## config.mk

```make
export PLATFORM = sky130hd
export DESIGN_NAME = bresenham_line_stepper_flat
export DESIGN_NICKNAME = d
export VERILOG_FILES = /design/src/hdl/bls_pkg.sv /design/src/hdl/bls_ifs.sv /design/src/hdl/bls_front.sv /design/src/hdl/bls_queue.sv /design/src/hdl/bls_back.sv /design/src/hdl/bresenham_line_stepper.sv /design/src/flat_wrapper.sv
export SDC_FILE = /design/constraint.sdc
export NUM_CORES = 1
export LEC_CHECK = 0
export BUFFER_PORTS_ARGS = -buffer_cell sky130_fd_sc_hd__buf_2
export CELL_PAD_IN_SITES_DETAIL_PLACEMENT = 1
export CELL_PAD_IN_SITES_GLOBAL_PLACEMENT = 1
export CORE_MARGIN = 5
export CORE_UTILIZATION = 59
export CTS_BUF_LIST = sky130_fd_sc_hd__clkbuf_8
export DETAILED_ROUTE_END_ITERATION = 10
export PLACE_DENSITY = 0.95
export SYNTH_ARGS = -nofsm -noshare
export SYNTH_HDL_FRONTEND = slang
export SYNTH_SLANG_ARGS = --single-unit
```

## constraint.sdc

```tcl
create_clock -name clk -period 10.8 [get_ports clk]
set_input_delay 2.16 -clock clk [delete_from_list [all_inputs] [get_ports clk]]
set_output_delay 2.16 -clock clk [all_outputs]
set_load 0.005 [all_outputs]
```

## src/hdl/bls_pkg.sv

```systemverilog
package bls_pkg;

	localparam int DEF_COORD_BITS  = 16;
	localparam int DEF_QUEUE_DEPTH = 4;
	localparam int CLIP_BITS       = 15;
	localparam int COLOR_BITS      = 32;
	localparam int CFG_IDX_BITS    = 2;
	localparam int CFG_DATA_BITS   = 16;

	localparam logic [CFG_IDX_BITS-1:0] REG_CLIP_WIDTH  = CFG_IDX_BITS'(0);
	localparam logic [CFG_IDX_BITS-1:0] REG_CLIP_HEIGHT = CFG_IDX_BITS'(1);

	typedef enum logic {
		OP_START = 1'b0,
		OP_STEP  = 1'b1
	} op_t;

endpackage

```

## src/hdl/bls_ifs.sv

```systemverilog
interface line_cmd_if import bls_pkg::*; #(
	parameter int COORD_BITS = DEF_COORD_BITS
) ();
	logic                         valid;
	logic                         ready;
	op_t                          op;
	logic signed [COORD_BITS-1:0] start_x;
	logic signed [COORD_BITS-1:0] start_y;
	logic signed [COORD_BITS-1:0] end_x;
	logic signed [COORD_BITS-1:0] end_y;
	logic [COLOR_BITS-1:0]        pixel_color;

	modport source (output valid, op, start_x, start_y, end_x, end_y, pixel_color,
		input ready);
	modport sink (input valid, op, start_x, start_y, end_x, end_y, pixel_color,
		output ready);
endinterface

interface point_if import bls_pkg::*; #(
	parameter int COORD_BITS = DEF_COORD_BITS
) ();
	logic                         valid;
	logic                         ready;
	logic signed [COORD_BITS-1:0] point_x;
	logic signed [COORD_BITS-1:0] point_y;
	logic [COLOR_BITS-1:0]        point_color;
	logic                         visible;
	logic                         last;

	modport source (output valid, point_x, point_y, point_color, visible, last,
		input ready);
	modport sink (input valid, point_x, point_y, point_color, visible, last,
		output ready);
endinterface

interface cfg_if import bls_pkg::*; ();
	logic                     valid;
	logic                     ready;
	logic [CFG_IDX_BITS-1:0]  index;
	logic [CFG_DATA_BITS-1:0] data;

	modport source (output valid, index, data, input ready);
	modport sink (input valid, index, data, output ready);
endinterface

```

## src/hdl/bls_front.sv

```systemverilog
module bls_front import bls_pkg::*; #(
	parameter int COORD_BITS = DEF_COORD_BITS
) (
	input  logic                         clk,
	input  logic                         arst_n,
	line_cmd_if.sink                     cmd,
	output logic                         push_valid,
	input  logic                         push_ready,
	output op_t                          op_s1,
	output logic signed [COORD_BITS-1:0] x0_s1,
	output logic signed [COORD_BITS-1:0] y0_s1,
	output logic signed [COORD_BITS-1:0] x1_s1,
	output logic signed [COORD_BITS-1:0] y1_s1,
	output logic signed [COORD_BITS:0]   dx_s1,
	output logic signed [COORD_BITS:0]   dyn_s1,
	output logic                         sxn_s1,
	output logic                         syn_s1,
	output logic [COLOR_BITS-1:0]        color_s1
);

	logic                       valid_s1;
	logic                       take;
	logic                       x_lt;
	logic                       y_lt;
	logic signed [COORD_BITS:0] diff_x;
	logic signed [COORD_BITS:0] diff_y;
	logic signed [COORD_BITS:0] dx;
	logic signed [COORD_BITS:0] dyn;

	assign cmd.ready  = !valid_s1 || push_ready;
	assign take       = cmd.valid && cmd.ready;
	assign push_valid = valid_s1;

	// classify the line direction and magnitudes up front
	always_comb begin
		x_lt   = cmd.start_x < cmd.end_x;
		y_lt   = cmd.start_y < cmd.end_y;
		diff_x = (COORD_BITS+1)'(cmd.end_x) - (COORD_BITS+1)'(cmd.start_x);
		diff_y = (COORD_BITS+1)'(cmd.end_y) - (COORD_BITS+1)'(cmd.start_y);
		dx     = x_lt ? diff_x : -diff_x;
		dyn    = y_lt ? -diff_y : diff_y;
	end

	always_ff @(posedge clk or negedge arst_n) begin
		if (!arst_n) begin
			valid_s1 <= 1'b0;
		end else if (take) begin
			valid_s1 <= 1'b1;
		end else if (push_ready) begin
			valid_s1 <= 1'b0;
		end
	end

	always_ff @(posedge clk) begin
		if (take) begin
			op_s1    <= cmd.op;
			x0_s1    <= cmd.start_x;
			y0_s1    <= cmd.start_y;
			x1_s1    <= cmd.end_x;
			y1_s1    <= cmd.end_y;
			dx_s1    <= dx;
			dyn_s1   <= dyn;
			sxn_s1   <= !x_lt;
			syn_s1   <= !y_lt;
			color_s1 <= cmd.pixel_color;
		end
	end

endmodule

```

## src/hdl/bls_queue.sv

```systemverilog
module bls_queue import bls_pkg::*; #(
	parameter int DATA_BITS = 8,
	parameter int DEPTH     = DEF_QUEUE_DEPTH
) (
	input  logic                 clk,
	input  logic                 arst_n,
	input  logic                 push_valid,
	output logic                 push_ready,
	input  logic [DATA_BITS-1:0] push_data,
	output logic                 pop_valid,
	input  logic                 pop_ready,
	output logic [DATA_BITS-1:0] pop_data
);

	localparam int PTR_BITS = (DEPTH > 1) ? $clog2(DEPTH) : 1;
	localparam int CNT_BITS = $clog2(DEPTH + 1);
	localparam logic [PTR_BITS-1:0] LAST_PTR = PTR_BITS'(DEPTH - 1);

	logic [DATA_BITS-1:0] store_q [DEPTH];
	logic [PTR_BITS-1:0]  wr_ptr_q;
	logic [PTR_BITS-1:0]  rd_ptr_q;
	logic [CNT_BITS-1:0]  count_q;
	logic                 do_push;
	logic                 do_pop;

	assign push_ready = count_q != CNT_BITS'(DEPTH);
	assign pop_valid  = count_q != '0;
	assign do_push    = push_valid && push_ready;
	assign do_pop     = pop_valid && pop_ready;
	assign pop_data   = store_q[rd_ptr_q];

	always_ff @(posedge clk or negedge arst_n) begin
		if (!arst_n) begin
			wr_ptr_q <= '0;
			rd_ptr_q <= '0;
			count_q  <= '0;
		end else begin
			if (do_push) begin
				wr_ptr_q <= (wr_ptr_q == LAST_PTR) ? '0 : wr_ptr_q + PTR_BITS'(1);
			end
			if (do_pop) begin
				rd_ptr_q <= (rd_ptr_q == LAST_PTR) ? '0 : rd_ptr_q + PTR_BITS'(1);
			end
			if (do_push && !do_pop) begin
				count_q <= count_q + CNT_BITS'(1);
			end else if (do_pop && !do_push) begin
				count_q <= count_q - CNT_BITS'(1);
			end
		end
	end

	always_ff @(posedge clk) begin
		if (do_push) begin
			store_q[wr_ptr_q] <= push_data;
		end
	end

endmodule

```

## src/hdl/bls_back.sv

```systemverilog
module bls_back import bls_pkg::*; #(
	parameter int COORD_BITS = DEF_COORD_BITS
) (
	input  logic                         clk,
	input  logic                         arst_n,
	cfg_if.sink                          cfg,
	input  logic                         pop_valid,
	output logic                         pop_ready,
	input  op_t                          pop_op,
	input  logic signed [COORD_BITS-1:0] pop_x0,
	input  logic signed [COORD_BITS-1:0] pop_y0,
	input  logic signed [COORD_BITS-1:0] pop_x1,
	input  logic signed [COORD_BITS-1:0] pop_y1,
	input  logic signed [COORD_BITS:0]   pop_dx,
	input  logic signed [COORD_BITS:0]   pop_dyn,
	input  logic                         pop_sxn,
	input  logic                         pop_syn,
	input  logic [COLOR_BITS-1:0]        pop_color,
	point_if.source                      pnt
);

	localparam int EB = COORD_BITS + 3;
	localparam int CW = COORD_BITS + CLIP_BITS;

	logic [CLIP_BITS-1:0]         clip_w_q;
	logic [CLIP_BITS-1:0]         clip_h_q;
	logic signed [COORD_BITS-1:0] cursor_x_q;
	logic signed [COORD_BITS-1:0] cursor_y_q;
	logic signed [COORD_BITS-1:0] target_x_q;
	logic signed [COORD_BITS-1:0] target_y_q;
	logic signed [COORD_BITS:0]   dx_q;
	logic signed [COORD_BITS:0]   dyn_q;
	logic                         sxn_q;
	logic                         syn_q;
	logic signed [EB-1:0]         err_q;
	logic                         active_q;
	logic [COLOR_BITS-1:0]        color_q;

	logic                         out_valid_q;
	logic signed [COORD_BITS-1:0] out_x_q;
	logic signed [COORD_BITS-1:0] out_y_q;
	logic [COLOR_BITS-1:0]        out_color_q;
	logic                         out_vis_q;
	logic                         out_last_q;

	logic                         is_start;
	logic                         drop;
	logic                         out_free;
	logic                         fire;
	logic signed [EB:0]           e2;
	logic                         move_x;
	logic                         move_y;
	logic signed [EB-1:0]         err_step;
	logic signed [COORD_BITS-1:0] step_x;
	logic signed [COORD_BITS-1:0] step_y;
	logic signed [COORD_BITS-1:0] nxt_x;
	logic signed [COORD_BITS-1:0] nxt_y;
	logic signed [COORD_BITS-1:0] tgt_x;
	logic signed [COORD_BITS-1:0] tgt_y;
	logic                         at_end;
	logic                         vis;

	// configuration registers
	assign cfg.ready = 1'b1;

	always_ff @(posedge clk or negedge arst_n) begin
		if (!arst_n) begin
			clip_w_q <= '0;
			clip_h_q <= '0;
		end else if (cfg.valid) begin
			if (cfg.index == REG_CLIP_WIDTH) begin
				clip_w_q <= cfg.data[CLIP_BITS-1:0];
			end
			if (cfg.index == REG_CLIP_HEIGHT) begin
				clip_h_q <= cfg.data[CLIP_BITS-1:0];
			end
		end
	end

	// a step with no line in progress is dropped without waiting on the output
	assign is_start  = pop_op == OP_START;
	assign drop      = !is_start && !active_q;
	assign out_free  = !out_valid_q || pnt.ready;
	assign pop_ready = out_free || drop;
	assign fire      = pop_valid && pop_ready && !drop;

	always_comb begin
		e2       = {err_q, 1'b0};
		move_x   = e2 >= (EB+1)'(dyn_q);
		move_y   = e2 <= (EB+1)'(dx_q);
		err_step = err_q + (move_x ? EB'(dyn_q) : EB'(0)) + (move_y ? EB'(dx_q) : EB'(0));
		step_x   = cursor_x_q;
		step_y   = cursor_y_q;
		if (move_x) begin
			step_x = sxn_q ? cursor_x_q - COORD_BITS'(1) : cursor_x_q + COORD_BITS'(1);
		end
		if (move_y) begin
			step_y = syn_q ? cursor_y_q - COORD_BITS'(1) : cursor_y_q + COORD_BITS'(1);
		end
		nxt_x  = is_start ? pop_x0 : step_x;
		nxt_y  = is_start ? pop_y0 : step_y;
		tgt_x  = is_start ? pop_x1 : target_x_q;
		tgt_y  = is_start ? pop_y1 : target_y_q;
		at_end = (nxt_x == tgt_x) && (nxt_y == tgt_y);
		vis    = !nxt_x[COORD_BITS-1] && !nxt_y[COORD_BITS-1] &&
			({{CLIP_BITS{1'b0}}, nxt_x} < CW'(clip_w_q)) &&
			({{CLIP_BITS{1'b0}}, nxt_y} < CW'(clip_h_q));
	end

	always_ff @(posedge clk or negedge arst_n) begin
		if (!arst_n) begin
			active_q    <= 1'b0;
			out_valid_q <= 1'b0;
		end else begin
			if (fire) begin
				active_q    <= !at_end;
				out_valid_q <= 1'b1;
			end else if (pnt.ready) begin
				out_valid_q <= 1'b0;
			end
		end
	end

	always_ff @(posedge clk) begin
		if (fire) begin
			cursor_x_q  <= nxt_x;
			cursor_y_q  <= nxt_y;
			out_x_q     <= nxt_x;
			out_y_q     <= nxt_y;
			out_vis_q   <= vis;
			out_last_q  <= at_end;
			out_color_q <= is_start ? pop_color : color_q;
			if (is_start) begin
				target_x_q <= pop_x1;
				target_y_q <= pop_y1;
				dx_q       <= pop_dx;
				dyn_q      <= pop_dyn;
				sxn_q      <= pop_sxn;
				syn_q      <= pop_syn;
				err_q      <= EB'(pop_dx) + EB'(pop_dyn);
				color_q    <= pop_color;
			end else begin
				err_q <= err_step;
			end
		end
	end

	assign pnt.valid       = out_valid_q;
	assign pnt.point_x     = out_x_q;
	assign pnt.point_y     = out_y_q;
	assign pnt.point_color = out_color_q;
	assign pnt.visible     = out_vis_q;
	assign pnt.last        = out_last_q;

endmodule

```

## src/hdl/bresenham_line_stepper.sv

```systemverilog
// channel | dir | contents
// --------+-----+-------------------------------------------------------------
// cmd     | in  | op, start_x, start_y, end_x, end_y, pixel_color
// pnt     | out | point_x, point_y, point_color, visible, last
// cfg     | in  | index (0 clip_width, 1 clip_height), data; always ready
//
// One item per clock sustained while pnt is ready; the rate is set by the back
// stepper, whose error-term update and cursor move are combinational.
// A point is offered on pnt after its cmd transaction has passed the front
// register, the command queue and the output register, in that order.
// Reset clears the queue, the line-active flag, the output valid and the clip
// registers. A stalled pnt holds its point, then fills the queue, then drops
// cmd.ready; a step with no line in progress is discarded without a stall.
module bresenham_line_stepper import bls_pkg::*; #(
	parameter int COORD_BITS  = DEF_COORD_BITS,
	parameter int QUEUE_DEPTH = DEF_QUEUE_DEPTH
) (
	input  logic     clk,
	input  logic     arst_n,
	line_cmd_if.sink cmd,
	cfg_if.sink      cfg,
	point_if.source  pnt
);

	localparam int ENTRY_BITS = 1 + 2 + 2 * (COORD_BITS + 1) + 4 * COORD_BITS + COLOR_BITS;

	logic                         push_valid;
	logic                         push_ready;
	logic                         pop_valid;
	logic                         pop_ready;
	logic [ENTRY_BITS-1:0]        push_data;
	logic [ENTRY_BITS-1:0]        pop_data;

	op_t                          f_op;
	logic signed [COORD_BITS-1:0] f_x0, f_y0, f_x1, f_y1;
	logic signed [COORD_BITS:0]   f_dx, f_dyn;
	logic                         f_sxn, f_syn;
	logic [COLOR_BITS-1:0]        f_color;

	op_t                          b_op;
	logic                         b_op_raw;
	logic signed [COORD_BITS-1:0] b_x0, b_y0, b_x1, b_y1;
	logic signed [COORD_BITS:0]   b_dx, b_dyn;
	logic                         b_sxn, b_syn;
	logic [COLOR_BITS-1:0]        b_color;

	bls_front #(
		.COORD_BITS(COORD_BITS)
	) u_front (
		.clk       (clk),
		.arst_n    (arst_n),
		.cmd       (cmd),
		.push_valid(push_valid),
		.push_ready(push_ready),
		.op_s1     (f_op),
		.x0_s1     (f_x0),
		.y0_s1     (f_y0),
		.x1_s1     (f_x1),
		.y1_s1     (f_y1),
		.dx_s1     (f_dx),
		.dyn_s1    (f_dyn),
		.sxn_s1    (f_sxn),
		.syn_s1    (f_syn),
		.color_s1  (f_color)
	);

	assign push_data = {f_op, f_sxn, f_syn, f_dx, f_dyn, f_x0, f_y0, f_x1, f_y1, f_color};

	bls_queue #(
		.DATA_BITS(ENTRY_BITS),
		.DEPTH    (QUEUE_DEPTH)
	) u_queue (
		.clk       (clk),
		.arst_n    (arst_n),
		.push_valid(push_valid),
		.push_ready(push_ready),
		.push_data (push_data),
		.pop_valid (pop_valid),
		.pop_ready (pop_ready),
		.pop_data  (pop_data)
	);

	assign {b_op_raw, b_sxn, b_syn, b_dx, b_dyn, b_x0, b_y0, b_x1, b_y1, b_color} = pop_data;
	assign b_op = op_t'(b_op_raw);

	bls_back #(
		.COORD_BITS(COORD_BITS)
	) u_back (
		.clk      (clk),
		.arst_n   (arst_n),
		.cfg      (cfg),
		.pop_valid(pop_valid),
		.pop_ready(pop_ready),
		.pop_op   (b_op),
		.pop_x0   (b_x0),
		.pop_y0   (b_y0),
		.pop_x1   (b_x1),
		.pop_y1   (b_y1),
		.pop_dx   (b_dx),
		.pop_dyn  (b_dyn),
		.pop_sxn  (b_sxn),
		.pop_syn  (b_syn),
		.pop_color(b_color),
		.pnt      (pnt)
	);

endmodule

```

## src/flat_wrapper.sv

```systemverilog
// flat-port wrapper written by rule: the top's interface ports become plain ports
module bresenham_line_stepper_flat import bls_pkg::*;
#(
	parameter int COORD_BITS  = DEF_COORD_BITS,
	parameter int QUEUE_DEPTH = DEF_QUEUE_DEPTH
)
  (clk, arst_n, cmd_valid, cmd_op, cmd_start_x, cmd_start_y, cmd_end_x, cmd_end_y, cmd_pixel_color, cmd_ready, cfg_valid, cfg_index, cfg_data, cfg_ready, pnt_valid, pnt_point_x, pnt_point_y, pnt_point_color, pnt_visible, pnt_last, pnt_ready);
  line_cmd_if #(.COORD_BITS(COORD_BITS)) cmd_i ();
  cfg_if cfg_i ();
  point_if #(.COORD_BITS(COORD_BITS)) pnt_i ();
  input  logic clk;
  input  logic arst_n;
  input wire logic [$bits(cmd_i.valid)-1:0] cmd_valid;
  input wire logic [$bits(cmd_i.op)-1:0] cmd_op;
  input wire logic [$bits(cmd_i.start_x)-1:0] cmd_start_x;
  input wire logic [$bits(cmd_i.start_y)-1:0] cmd_start_y;
  input wire logic [$bits(cmd_i.end_x)-1:0] cmd_end_x;
  input wire logic [$bits(cmd_i.end_y)-1:0] cmd_end_y;
  input wire logic [$bits(cmd_i.pixel_color)-1:0] cmd_pixel_color;
  output wire logic [$bits(cmd_i.ready)-1:0] cmd_ready;
  input wire logic [$bits(cfg_i.valid)-1:0] cfg_valid;
  input wire logic [$bits(cfg_i.index)-1:0] cfg_index;
  input wire logic [$bits(cfg_i.data)-1:0] cfg_data;
  output wire logic [$bits(cfg_i.ready)-1:0] cfg_ready;
  output wire logic [$bits(pnt_i.valid)-1:0] pnt_valid;
  output wire logic [$bits(pnt_i.point_x)-1:0] pnt_point_x;
  output wire logic [$bits(pnt_i.point_y)-1:0] pnt_point_y;
  output wire logic [$bits(pnt_i.point_color)-1:0] pnt_point_color;
  output wire logic [$bits(pnt_i.visible)-1:0] pnt_visible;
  output wire logic [$bits(pnt_i.last)-1:0] pnt_last;
  input wire logic [$bits(pnt_i.ready)-1:0] pnt_ready;
  assign cmd_i.valid = cmd_valid;
  assign cmd_i.op = cmd_op;
  assign cmd_i.start_x = cmd_start_x;
  assign cmd_i.start_y = cmd_start_y;
  assign cmd_i.end_x = cmd_end_x;
  assign cmd_i.end_y = cmd_end_y;
  assign cmd_i.pixel_color = cmd_pixel_color;
  assign cmd_ready = cmd_i.ready;
  assign cfg_i.valid = cfg_valid;
  assign cfg_i.index = cfg_index;
  assign cfg_i.data = cfg_data;
  assign cfg_ready = cfg_i.ready;
  assign pnt_valid = pnt_i.valid;
  assign pnt_point_x = pnt_i.point_x;
  assign pnt_point_y = pnt_i.point_y;
  assign pnt_point_color = pnt_i.point_color;
  assign pnt_visible = pnt_i.visible;
  assign pnt_last = pnt_i.last;
  assign pnt_i.ready = pnt_ready;
  bresenham_line_stepper #(.COORD_BITS(COORD_BITS), .QUEUE_DEPTH(QUEUE_DEPTH)) u_core (.clk(clk), .arst_n(arst_n), .cmd(cmd_i), .cfg(cfg_i), .pnt(pnt_i));
endmodule
```

# Yosys cells after proc, flatten, opt, wreduce, memory -nomap -nowiden
# Memories as Yosys holds them, arrays and structs flattened.
# Cells that the tools add are included.
[word_totals] inputBits=120 ram_bits=532 mem_count=1 wordCells=116 register_bits=326 output_inout_bits=69
[classes] mux=24 magnitude_cmp=6 eq_ne=6 n_addsub=15 bitwise=1 reduce_logical=33
[mem_list] name="u_core.u_queue.store_q" words=4 word_bits=133 rd=1 rd_clocked_by_memory_dff=0 wr=1 line="bls_queue.sv:19" rtl="logic [DATA_BITS-1:0] store_q [DEPTH];"
[ops] operator="$mux W16" count=8
[ops] operator="$mux W19" count=3
[ops] operator="$add A19 B19 Y19" count=2
[ops] operator="$mux W17" count=2
[ops] operator="$neg A17 Y17" count=2
[ops] operator="$sub A16 B16 Y17" count=2
[ops] operator="$add A16 B2 Y16 const B" count=2
[ops] operator="$eq A16 B16 Y1" count=2
[ops] operator="$lt A16 B15 Y1" count=2
[ops] operator="$lt A16 B16 Y1" count=2
[ops] operator="$mux W32" count=1
[ops] operator="$sub A16 B2 Y16 const B" count=2
[ops] operator="$ge A20 B17 Y1" count=1
[ops] operator="$le A20 B17 Y1" count=1
[ops] operator="$add A17 B17 Y18" count=1
[ops] operator="$logic_and A1 B1 Y1" count=11
[ops] operator="$logic_not A1 Y1" count=11
[ops] operator="$mux W1" count=6
[ops] operator="$mux W3" count=2
[ops] operator="$reduce_and A2 Y1" count=3
[ops] operator="$reduce_bool A2 Y1" count=3
[ops] operator="$add A2 B1 Y2 const B" count=2
[ops] operator="$eq A2 B2 Y1 const B" count=2
[ops] operator="$mux W2" count=2
[ops] operator="8 further kinds" count=10

# Depth between registers and ports, before layout
[depth] depth_word=8 ltp_mapped=28 ltp_nobuf=25

# By module
# From an unflattened synthesis, not the netlist that was laid out.
[hier_totals] cells_unflattened=2479 area_unflattened_um2=39202.6
[modules_own_cells] module="bls_queue" cells_per_inst=731 area_per_inst_um2=19600.0 seq_area_each_um2=16150.5 n_inst=1
[modules_own_cells] module="bls_back" cells_per_inst=1208 area_per_inst_um2=12818.5 seq_area_each_um2=5395.2 n_inst=1
[modules_own_cells] module="bls_front" cells_per_inst=540 area_per_inst_um2=6784.0 seq_area_each_um2=4018.9 n_inst=1

# Worst setup path before layout
# Ideal clock, no wire load.
[synth_path] path_kind="in2reg" startpoint="in pnt_ready" endpoint="reg u_core.u_back.err_q[0] (enable)" setup_slack_ns=4.273 n_path_buf=0 setup_ns=0.529 required_ns=10.271 t_arrival_ns=5.997 stages=3 cell_sequence="or2b_2 > o32ai_1 > nor2_1"
[synth_between] elab_chain_cells=4
[synth_lines] item="start: declaration" line="flat_wrapper.sv:31" rtl="input wire logic [$bits(pnt_i.ready)-1:0] pnt_ready;"
[synth_lines] item="$logic_or A1 B1 Y1" line="bls_back.sv:83" rtl="assign out_free = !out_valid_q || pnt.ready;"
[synth_lines] item="$logic_or A1 B1 Y1" line="bls_back.sv:84" rtl="assign pop_ready = out_free || drop;"
[synth_lines] item="$logic_and A1 B1 Y1 (2 in a row)" line="bls_back.sv:85" rtl="assign fire = pop_valid && pop_ready && !drop;"
[synth_lines] item="via u_core.u_back.fire" line="bls_back.sv:49" rtl="logic fire;"
[synth_lines] item="end signal: assignment" line="bls_back.sv:140" rtl="err_q <= EB'(pop_dx) + EB'(pop_dyn);"
[synth_lines] item="end signal: assignment" line="bls_back.sv:143" rtl="err_q <= err_step;"
[synth_lines] item="end: declaration" line="bls_back.sv:35" rtl="logic signed [EB-1:0] err_q;"
# The timed path passes the listed nets, and every way through them passes these cells.
# A chain may end at the register's enable or synchronous reset.

# Worst setup path in the final report
[layout_path] startpoint="in cmd_start_y[1]" endpoint="reg u_core.u_front.dyn_s1[4], data pin"
[layout_between] elab_chain_cells=3 word_cells_on_any_way=4 cone_classes="add/sub: 2; order compare: 1; mux: 1"
[layout_lines] item="start: declaration" line="flat_wrapper.sv:16" rtl="input wire logic [$bits(cmd_i.start_y)-1:0] cmd_start_y;"
[layout_lines] item="$sub A16 B16 Y17" line="bls_front.sv:39" rtl="diff_y = (COORD_BITS+1)'(cmd.end_y) - (COORD_BITS+1)'(cmd.start_y);"
[layout_lines] item="$neg A17 Y17" line="bls_front.sv:41" rtl="dyn = y_lt ? -diff_y : diff_y;"
[layout_lines] item="$mux W17 (*)" line="bls_front.sv:41"
[layout_lines] item="via u_core.u_front.dyn[4]" line="bls_front.sv:28" rtl="logic signed [COORD_BITS:0] dyn;"
[layout_lines] item="end signal: assignment" line="bls_front.sv:62" rtl="dyn_s1 <= dyn;"
[layout_lines] item="end: declaration" line="bls_front.sv:15" rtl="output logic signed [COORD_BITS:0] dyn_s1,"
# The timed path passes the listed nets; every way through them passes the cells marked *.

==> impl_metrics.env <==
export IMPL_clk_latency_ns=0.85
export IMPL_grt_max_degree=88
export IMPL_cts_repair_resized=0
export IMPL_report_final_slew_viol_count=0
export IMPL_fmax_mhz=130
export IMPL_clock_path_buffers=3
export IMPL_drt_iter0_markers=4132
export IMPL_setup_violations=0
export IMPL_clock_sinks=858
export IMPL_yosys_warnings=0
export IMPL_r2r_end="u_core.u_back.err_q[16]"
export IMPL_syn_area_mm2=0.0383
export IMPL_netlist_instances=2421
export IMPL_h_tree_depth=4
export IMPL_ff_latch_area_mm2=0.0256
export IMPL_ys_ff_latch=858
export IMPL_r2r_start="u_core.u_queue.rd_ptr_q[0]"
export IMPL_pin_count=189
export IMPL_cpMostUsedCell="o21ai_0"
export IMPL_slew_headroom=0.116
export IMPL_synthFlopType="edfxtp_1"
export IMPL_rsz0062_at_grt="false"
export IMPL_period_needed_ns=7.67
export IMPL_hp_start="u_core.u_back.clip_h_q[3]"
export IMPL_end_kind="flop"
export IMPL_fin_setup_tns_ns=0
export IMPL_clk_pin_slew_ns=0.07
export IMPL_reg2reg_slack_ns=3.19
export IMPL_worst_endpoint_arrival_ns=8.27
export IMPL_gp_congestion=0.935
export IMPL_dr_pass1_iters=7
export IMPL_yosysSeqAreaShare=0.667
export IMPL_multi_input_area_mm2=0.0120
export IMPL_critPathLaunchType="input port"
export IMPL_core_mm2=0.0645
export IMPL_slowest_delay_ns=1.12
export IMPL_synth_edf_count=818
export IMPL_ys_types=90
export IMPL_min_to="u_core.u_back.clip_h_q[3]"
export IMPL_fin_nets=3017
export IMPL_async_reset_ff_frac=0.0466
export IMPL_status="finished, final reports clean"
export IMPL_crit_chain="buf_2, inv_1, ha_1, nor2b_1, o21ai_0, a21boi_0, o21ai_0, a211oi_1, o21bai_1, a2111oi_0, o21ai_0, a21oi_1, o21ai_0, xnor2_1"
export IMPL_finalWirelength_um=138000
export IMPL_num_vias=26580
export IMPL_cts_tree="done"
export IMPL_grt_pass1_vias=27609
export IMPL_drc=0
export IMPL_die_width_um=265
export IMPL_area_growth_pct=11.6
export IMPL_floorplan_initialDensity=0.595
export IMPL_maxCapViolations=0
export IMPL_gr_total_overflow=0
export IMPL_rr_worst_depth=17
export IMPL_syn_area_per_cell_um2=15.8
export IMPL_hold_buffers=0
export IMPL_postCtsSetupBuffers=0
export IMPL_required_ns=11.40
export IMPL_vias_per_cell=7.25
export IMPL_drive_gt1_frac=0.200
export IMPL_route_detailed_wl_per_inst_um=37.5
export IMPL_hold_path_class="flop to flop"
export IMPL_synthesis_nets=2734
export IMPL_dieArea_mm2=0.0702
export IMPL_crit_fanout=13
export IMPL_finClkSkew_ns=0.0529
export IMPL_fp_dieH_um=265
export IMPL_grt_first_pass_wirelength_um=198000
export IMPL_io_buffers=186
export IMPL_grt_total_usage=0.387
export IMPL_cts_inserted_buffers=138
export IMPL_ant_nets=0
export IMPL_nFillCells=5695
export IMPL_worst_pin_slew_ns=1.29
export IMPL_worst_setup_path_type="input port to flop"
export IMPL_post_route_period_util=0.710
export IMPL_root_buffer="clkbuf_8"
export IMPL_slowest_stage="a2111oi_0"
export IMPL_post_dp_hpwl_um=78000
export IMPL_hold_violations=0
export IMPL_min_delay_path_depth=1
export IMPL_core_rowCount=93
export IMPL_antenna_found_initial=13
[critical path: cells and delay by family]
| family | cells | cell delay [ns] |
|---|---|---|
| simple gates | 1 | 0.27 |
| buf+inv | 2 | 0.19 |
| compound gates | 9 | 4.76 |
| xor+xnor | 1 | 0.49 |
| fa+ha+maj | 1 | 0.39 |
[cells in the final DEF, fill, tap and decap left out, types with 17 or more instances in the layout]
cell      instances
xnor2_1         104
dfrtp_1          38
mux4_2          131
nor3_1           29
fa_1             25
xor2_1           53
edfxtp_1        818
ha_1            168
nand2_1         197
and2_1           22
buf_2           186
nor2_1           92
buf_4            21
nand3_1          26
mux2_2           17
a21oi_1         101
nor2b_1          18
clkinv_1         28
a21o_1           35
mux2i_1          19
inv_1           190
o21ai_0          84
clkbuf_8        141
[logic make-up (layout without fill, tap and decap cells)]
logic type / count (synthesis) / after routing / share of synthesized area
adder cells (fa/ha/maj): 193 / 193 / 0.0679
flip-flops: 858 / 858 / 0.667
AND/OR/NAND/NOR: 472 / 472 / 0.0580
buffers and inverters: 212 / 597 / 0.0226
AO/OA/AOI/OAI: 358 / 358 / 0.0606
multiplexers: 170 / 170 / 0.0882
XOR/XNOR: 157 / 157 / 0.0359
other: 1 / 7 / 0.0000978
[synth_stat cells, types with 34 or more instances]
| cell | instances | area (um^2) |
|---|---|---|
| a21o_1 | 35 | 263 |
| a21oi_1 | 101 | 505 |
| clkbuf_1 | 34 | 128 |
| dfrtp_1 | 40 | 1000 |
| edfxtp_1 | 818 | 24600 |
| ha_1 | 168 | 2100 |
| inv_1 | 147 | 552 |
| mux4_2 | 131 | 2950 |
| nand2_1 | 197 | 739 |
| nor2_1 | 94 | 353 |
| o21ai_0 | 84 | 420 |
| xnor2_1 | 104 | 911 |
| xor2_1 | 53 | 464 |
[stage by stage]
stage	util	hold slack [ns]	setup WS (ns)	area, um^2	instances
2_1_floorplan	-	0.459	4.27	38300	2421
3_3_place_gp	0.624	0.463	4.31	40200	3419
3_5_place_dp	0.624	0.483	3.58	40200	3419
4_1_cts	0.664	0.509	3.48	42800	3661
5_1_grt	0.664	0.532	3.08	42800	3664
6_report	0.664	0.514	3.13	42800	3667
[layer usage]
layer | part of all wire | routed length, um | GRT usage
met5 | 0.00075 | 103 | 0
met4 | 0.086 | 11900 | 0.259
met3 | 0.12 | 16200 | 0.0997
met2 | 0.47 | 64900 | 0.625
met1 | 0.32 | 44400 | 0.463
[how the worst max path moves through the flow]
stage,cells after the start,endpoint,startpoint
CTS,17,u_core.u_back.err_q[16],u_core.u_queue.rd_ptr_q[0]
finish,14,u_core.u_front.dyn_s1[4],cmd_start_y[1]
global route,17,u_core.u_back.err_q[16],u_core.u_queue.rd_ptr_q[0]
detailed placement,15,u_core.u_front.dyn_s1[3],cmd_start_y[1]
floorplan,3,u_core.u_back.err_q[0],pnt_ready
global placement,15,u_core.u_front.dyn_s1[3],cmd_start_y[1]
[layout make-up]
type | instances | share of cell area
clock inverters | 101 | 0.0141
repair buffers | 207 | 0.0254
clock buffers | 141 | 0.0453
well taps | 855 | 0.0250
diodes | 6 | 0.000351
inverters | 148 | 0.0130
flip-flops and latches | 858 | 0.597
multi-input cells | 1351 | 0.279
[sequential cells by signal, indices dropped and copies added, names as in the netlist, 16 cells and up]
| register | cells |
|---|---|
| u_core.u_back.target_y_q | 16 |
| u_core.u_front.dx_s1 | 17 |
| u_core.u_front.x1_s1 | 16 |
| u_core.u_back.pnt.point_color | 32 |
| u_core.u_front.y0_s1 | 16 |
| u_core.u_front.color_s1 | 32 |
| u_core.u_back.pnt.point_x | 16 |
| u_core.u_back.dyn_q | 17 |
| u_core.u_front.x0_s1 | 16 |
| u_core.u_front.y1_s1 | 16 |
| u_core.u_back.target_x_q | 16 |
| u_core.u_back.dx_q | 17 |
| u_core.u_front.dyn_s1 | 17 |
| u_core.u_queue.store_q | 532 |
| u_core.u_back.pnt.point_y | 16 |
| u_core.u_back.err_q | 19 |
Power is not shown: default switching activity piles up to over one toggle a cycle in this logic, so the estimate is an artifact.
